==> src/rtl/core/bpa_pkg.sv <==
// Shared types, widths, codes and bit helpers of the bitmap page allocator.
package bpa_pkg;

	localparam int ACTION_W   = 2;
	localparam int FIRST_W    = 12;
	localparam int COUNT_W    = 13;
	localparam int ADDR_W     = 24;
	localparam int USED_W     = 13;
	localparam int TOTAL_W    = 13;
	localparam int WORD_BITS  = 32;
	localparam int OFF_W      = 5;
	localparam int RUN_W      = 6;

	localparam int DEF_NUM_PAGES  = 4096;
	localparam int DEF_PAGE_BYTES = 4096;

	typedef logic [WORD_BITS-1:0] map_word_t;

	typedef enum logic [ACTION_W-1:0] {
		ACT_ALLOC = 2'd0,
		ACT_MARK  = 2'd1,
		ACT_FREE  = 2'd2
	} action_t;

	// Index of the lowest set bit; zero for an empty word.
	function automatic logic [OFF_W-1:0] low_index(map_word_t x);
		map_word_t        oh;
		logic [OFF_W-1:0] idx;
		oh  = x & (~x + map_word_t'(1));
		idx = '0;
		for (int i = 0; i < WORD_BITS; i++) begin
			if (oh[i]) idx = idx | OFF_W'(i);
		end
		return idx;
	endfunction

	// Count of consecutive ones from bit 0 upwards.
	function automatic logic [RUN_W-1:0] trail_ones(map_word_t x);
		logic [RUN_W-1:0] n;
		if (~x == '0) n = RUN_W'(WORD_BITS);
		else          n = RUN_W'(low_index(~x));
		return n;
	endfunction

	// Count of consecutive ones from the top bit downwards.
	function automatic logic [RUN_W-1:0] lead_ones(map_word_t x);
		map_word_t r;
		for (int i = 0; i < WORD_BITS; i++) begin
			r[i] = x[WORD_BITS-1-i];
		end
		return trail_ones(r);
	endfunction

	// Bit i set where bits i .. i+c-1 of f are all set and lie inside the word.
	function automatic map_word_t fit_mask(map_word_t f, logic [OFF_W-1:0] c);
		map_word_t a1, a2, a4, a8, a16, r;
		a1  = f;
		a2  = a1 & (a1 >> 1);
		a4  = a2 & (a2 >> 2);
		a8  = a4 & (a4 >> 4);
		a16 = a8 & (a8 >> 8);
		r   = '1;
		if (c[0]) r = r & a1;
		if (c[1]) r = r & (a2  >> c[0]);
		if (c[2]) r = r & (a4  >> c[1:0]);
		if (c[3]) r = r & (a8  >> c[2:0]);
		if (c[4]) r = r & (a16 >> c[3:0]);
		return r;
	endfunction

	function automatic logic [RUN_W-1:0] popcount(map_word_t x);
		logic [RUN_W-1:0] n;
		n = '0;
		for (int i = 0; i < WORD_BITS; i++) begin
			n = n + RUN_W'(x[i]);
		end
		return n;
	endfunction

endpackage

==> src/rtl/core/bpa_map_ram.sv <==
// Occupancy map memory: one read and one write port, with a clearing pass after reset.
module bpa_map_ram #(
	parameter int WORDS = 128,
	parameter int WW    = 7
) (
	input  logic                clk,
	input  logic                arst_n,
	input  logic                rd_en,
	input  logic [WW-1:0]       rd_addr,
	output bpa_pkg::map_word_t  rd_data,
	input  logic                wr_en,
	input  logic [WW-1:0]       wr_addr,
	input  bpa_pkg::map_word_t  wr_data,
	output logic                busy
);
	import bpa_pkg::*;

	map_word_t     mem_q [WORDS];
	map_word_t     rd_data_q;
	logic          clr_busy_q;
	logic [WW-1:0] clr_addr_q;

	logic          wen;
	logic [WW-1:0] waddr;
	map_word_t     wdata;

	// Clearing pass: page zero stays reserved, all else free.
	always_comb begin
		if (clr_busy_q) begin
			wen   = 1'b1;
			waddr = clr_addr_q;
			wdata = (clr_addr_q == '0) ? map_word_t'(1) : '0;
		end else begin
			wen   = wr_en;
			waddr = wr_addr;
			wdata = wr_data;
		end
	end

	always_ff @(posedge clk or negedge arst_n) begin
		if (!arst_n) begin
			clr_busy_q <= 1'b1;
			clr_addr_q <= '0;
		end else if (clr_busy_q) begin
			if (clr_addr_q == WW'(WORDS - 1)) clr_busy_q <= 1'b0;
			else                              clr_addr_q <= clr_addr_q + WW'(1);
		end
	end

	always_ff @(posedge clk) begin
		if (wen) mem_q[waddr] <= wdata;
		if (rd_en) rd_data_q <= mem_q[rd_addr];
	end

	assign rd_data = rd_data_q;
	assign busy    = clr_busy_q;

endmodule

==> config.mk <==
export PLATFORM = sky130hd
export DESIGN_NAME = bpa_map_ram
export DESIGN_NICKNAME = d
export VERILOG_FILES = /design/src/rtl/core/bpa_pkg.sv /design/src/rtl/core/bpa_map_ram.sv
export SDC_FILE = /design/constraint.sdc
export NUM_CORES = 2
export LEC_CHECK = 0
export BUFFER_PORTS_ARGS = -buffer_cell sky130_fd_sc_hd__buf_2
export CORE_MARGIN = 1
export CORE_UTILIZATION = 35
export CTS_CLUSTER_SIZE = 10
export DETAILED_ROUTE_END_ITERATION = 8
export SETUP_SLACK_MARGIN = 0.2
export SLEW_MARGIN = 20
export SYNTH_ARGS = -nofsm -noshare
export SYNTH_HDL_FRONTEND = slang
export SYNTH_SLANG_ARGS = --single-unit
==> constraint.sdc <==
create_clock -name clk -period 6.5 [get_ports clk]
set_input_delay 0.325 -clock clk [delete_from_list [all_inputs] [get_ports clk]]
set_output_delay 0.325 -clock clk [all_outputs]
set_load 0.02 [all_outputs]
==> parameters.txt <==
Parameter                              Value

Outcome
  Result of the run    completed

Job
  Number of max-cap violations    0

Timing
  Final worst path period need    4.200 ns
  Achievable clock frequency    238.1 MHz
  Final total negative setup slack    0 ns
  Transition time of the tightest slew-check pin    1.201 ns
  Smallest hold slack    about 0.12 ns
  Count of final max-slew check failures    0
  Worst max-slew margin expressed relative to the limit    0.1995
  Final clock period utilization by the worst path    0.6461
  Worst-case clock skew    between 0.06 and 0.07 ns
  Final hold vios    0
  Minimum setup slack in the final design    between 2 and 2.5 ns
  Final setup viols    0
  Unrepaired setup endpoints after global routing    false

Clock tree
  Largest buffer count on any clock path    4
  Post-CTS Hold Buffers    17
  CTS buffer count    around 460
  Root buf cell    sky130_fd_sc_hd__clkbuf_16
  Number of clock sinks seen by CTS    a little over 4000
  Post-cts gate resize count    0
  Reg clk slew, reported paths    ~0.060 ns
  Setup Fix Bufs, Post-CTS    0
  CTS tree    built
  Max H-tree Level    5
  Worst skew pair latency    0.95 ns

Die
  Core Rows    245
  Number of primary I/O pins    83
  Die Outline Area    about 450000 um2
  Vert. Die Dim    672.4 um
  Effective utilization at floorplan    0.3525
  Floorplan Core Area    ~450000 um2
  Horizontal extent of the die    672.4 um

Worst setup path
  Worst reg2reg startpoint    busy$_DFF_PN1_
  Worst reg2reg path endpoint    mem_q[1][14]$_DFFE_PP_
  Ordered list of cells on the worst path    inv_1 -> o32ai_1 -> nand3_2 -> buf_4 -> nor2_4 -> buf_4
  Critical path class    register to register
  Worst Path Buf+Inv    3
  Startpoint of the worst setup timing path    busy$_DFF_PN1_
  Worst-path maximum fanout    26
  Capturing element type of the critical path    register
  Worst setup SP type    register
  Critical Path Slowest Stage Cell    sky130_fd_sc_hd__dfstp_4
  Data required time at the worst endpoint    7.08 ns
  Worst-case reg-to-reg path depth    6
  Largest delay share family, worst path    simple AND/OR/NAND/NOR gates
  Register-to-register path setup slack    2.30 ns
  Critical path data arrival time    4.78 ns
  Slowest cell delay on critical path    0.82 ns
  Cell repeated most along the worst path    sky130_fd_sc_hd__buf_4

Worst hold path
  Hold path startpoint    wr_data[3]
  Hold path depth    3
  Worst hold-check path type    input pin to register
  Worst Hold Path EP    mem_q[0][3]$_DFFE_PP_

Global route
  Largest net degree at the start of global routing    129
  Total Routing Usage GR    0.1808
  Remaining Overflow, GRT    0
  Number of antenna violations at the first check in global routing    44
  First-pass GRT wire length    577.2 mm
  Via count of the first global-routing pass    72480

Logic synthesis
  Count of warnings emitted by yosys    0
  Post-synthesis average cell area    around 26 um2
  Synth Net Count    6130
  Sequential cell area fraction in the yosys report    0.7893
  Total standard cell area after synthesis    157300 um2
  Cell variety after synth    31
  Mapped Cells    6078
  Post-synthesis register bit count    4136

Route
  Number of optimization iterations in the first detailed-route pass    5
  Via/cell ratio    5.592
  DRT Wirelength    413.6 mm
  Via total after detailed routing    slightly above 70000
  Number of design-rule violations left by the first detailed-router iteration    ~9400
  Average routed wire per standard cell    32.71 um
  Post-route ant nets    0
  Remaining design rule violation count    0

Finish
  Final #Nets    6676
  Final-layout fill cell count    roughly 38000
  Relative area change from synthesis to final layout    15.07%
  Top library cells by usage in the layout, fill and taps aside    sky130_fd_sc_hd__edfxtp_1, sky130_fd_sc_hd__mux4_2, sky130_fd_sc_hd__clkbuf_16
  Util after Layout    0.4056
  Final instance count without filler cells    12650
  Post-route cell area    roughly 180000 um2
  Commonest non-fill, non-tap cell in the layout    sky130_fd_sc_hd__edfxtp_1
  Share of final-layout standard cells stronger than drive strength 1    0.3617

Place
  Cell area after placement    roughly 170000 um2
  Cells after DPL    12060
  Last weighted congestion value of the routability-driven placer    0.8098
  Pre-CTS setup slack    roughly 2.2 ns
  Buffers added on ports    82
  Detailed Place HPWL    246.0 mm

Power and ir drop
  Clock power frac    0.407
  Logic gate share of total power    0.053
  Internal power    between 40 and 50 mW
  Ratio of total power to cell area    302.5 nW/um2
  Power share of the sequential group    0.539
  Switching power share of the total    0.2106
  Total power after layout    54.76 mW
  Total net switching power    11.53 mW
  Maximum resistive drop on vdd    260.5 uV
  Leakage power summed over all cells    roughly 55 nW
-- state kept, by name, summed over array words and instances (netlist names) --
register	count
mem_q	4096
rd_data	32
clr_addr_q	7
busy	1
-- worst max path at each step --
stage | cells past startpoint | slack (ns) | to
after floorplan | 4 | 1.48 | mem_q[0][10]$_DFFE_PP_
after global placement | 4 | 2.10 | mem_q[62][29]$_DFFE_PP_
after detailed placement | 5 | 2.16 | mem_q[104][29]$_DFFE_PP_
after CTS | 5 | 2.14 | mem_q[104][22]$_DFFE_PP_
after global routing | 5 | 2.21 | mem_q[67][22]$_DFFE_PP_
final | 6 | 2.30 | mem_q[1][14]$_DFFE_PP_
-- power by group through the flow --
stage / combinational, mW / sequential [mW] / clock (mW)
4_1_cts: 2.95 / 29.5 / 22.6
3_5_place_dp: 2.94 / 30.1 / 0
2_1_floorplan: 1.60 / 30.1 / 0
6_report: 2.91 / 29.5 / 22.3
3_3_place_gp: 2.89 / 30.1 / 0
5_1_grt: 3.02 / 29.5 / 23.6
-- worst reg2reg max path, stage by stage (launching register included) --
cell and delay, ns:
sky130_fd_sc_hd__dfstp_4 0.82, sky130_fd_sc_hd__inv_1 0.21, sky130_fd_sc_hd__o32ai_1 0.66, sky130_fd_sc_hd__nand3_2 0.42, sky130_fd_sc_hd__buf_4 0.46, sky130_fd_sc_hd__nor2_4 0.83, sky130_fd_sc_hd__buf_4 0.46
-- metal layers --
layer / GRT usage / vias up / wire (um)
met1: 0.2427 / 39230 / 160600
met4: 0.06229 / 8 / 15050
met2: 0.2972 / 3275 / 203400
li1: - / 27610 / -
met5: 0 / - / 52
met3: 0.03371 / 584 / 34510
-- area by class of cell --
class / instances / area (um2) / share of cell area
Clock buffer: 513 / 11840 / 0.06540
Clock inverter: 25 / 366.6 / 0.002025
Antenna cell: 17 / 42.54 / 0.0002350
Multi-Input combinational cell: 1613 / 33020 / 0.1824
Timing Repair Buffer: 406 / 4133 / 0.02283
Inverter: 8 / 30.03 / 0.0001659
Sequential cell: 4136 / 124200 / 0.6859
Tap cell: 5928 / 7417 / 0.04098
-- cell usage after synthesis --
cell type                  number  share of area
sky130_fd_sc_hd__a22o_1         3        0.00017
sky130_fd_sc_hd__a31o_2         1       0.000056
sky130_fd_sc_hd__a31oi_1        1       0.000040
sky130_fd_sc_hd__a32o_1         4        0.00025
sky130_fd_sc_hd__and3_1         1       0.000040
sky130_fd_sc_hd__and4_1         2        0.00011
sky130_fd_sc_hd__buf_1         41        0.00098
sky130_fd_sc_hd__buf_2         86         0.0027
sky130_fd_sc_hd__buf_4          7        0.00033
sky130_fd_sc_hd__buf_6          2        0.00014
sky130_fd_sc_hd__clkbuf_1     185         0.0044
sky130_fd_sc_hd__dfrtp_1        7         0.0011
sky130_fd_sc_hd__dfstp_2        1        0.00017
sky130_fd_sc_hd__edfxtp_1    4128           0.79
sky130_fd_sc_hd__ha_1           2        0.00016
sky130_fd_sc_hd__inv_1          8        0.00019
sky130_fd_sc_hd__mux2_2        33         0.0024
sky130_fd_sc_hd__mux2i_1        1       0.000064
sky130_fd_sc_hd__mux4_2      1344           0.19
sky130_fd_sc_hd__nand2_1       24        0.00057
sky130_fd_sc_hd__nand2b_1       3        0.00012
sky130_fd_sc_hd__nand3_1       14        0.00045
sky130_fd_sc_hd__nand4_1        1       0.000040
sky130_fd_sc_hd__nor2_1       134         0.0032
sky130_fd_sc_hd__nor2b_1       31         0.0012
sky130_fd_sc_hd__nor4_1         1       0.000040
sky130_fd_sc_hd__o21ai_0        4        0.00013
sky130_fd_sc_hd__o32ai_1        3        0.00017
sky130_fd_sc_hd__or2_2          1       0.000040
sky130_fd_sc_hd__xnor2_1        4        0.00022
sky130_fd_sc_hd__xor2_1         1       0.000056
-- cells by family (layout without fill, tap and decap cells) --
family	Yosys count	after routing	synth area share
flip-flops	4136	4136	0.7893
multiplexers	1378	1378	0.1948
buffers and inverters	329	952	0.008797
AND/OR/NAND/NOR	212	212	0.005838
AO/OA/AOI/OAI	16	16	0.0008114
XOR/XNOR	5	5	0.0002784
adder cells (fa/ha/maj)	2	2	0.0001590
other	0	17	0
No activity file was read; power rests on OpenSTA's default activity.
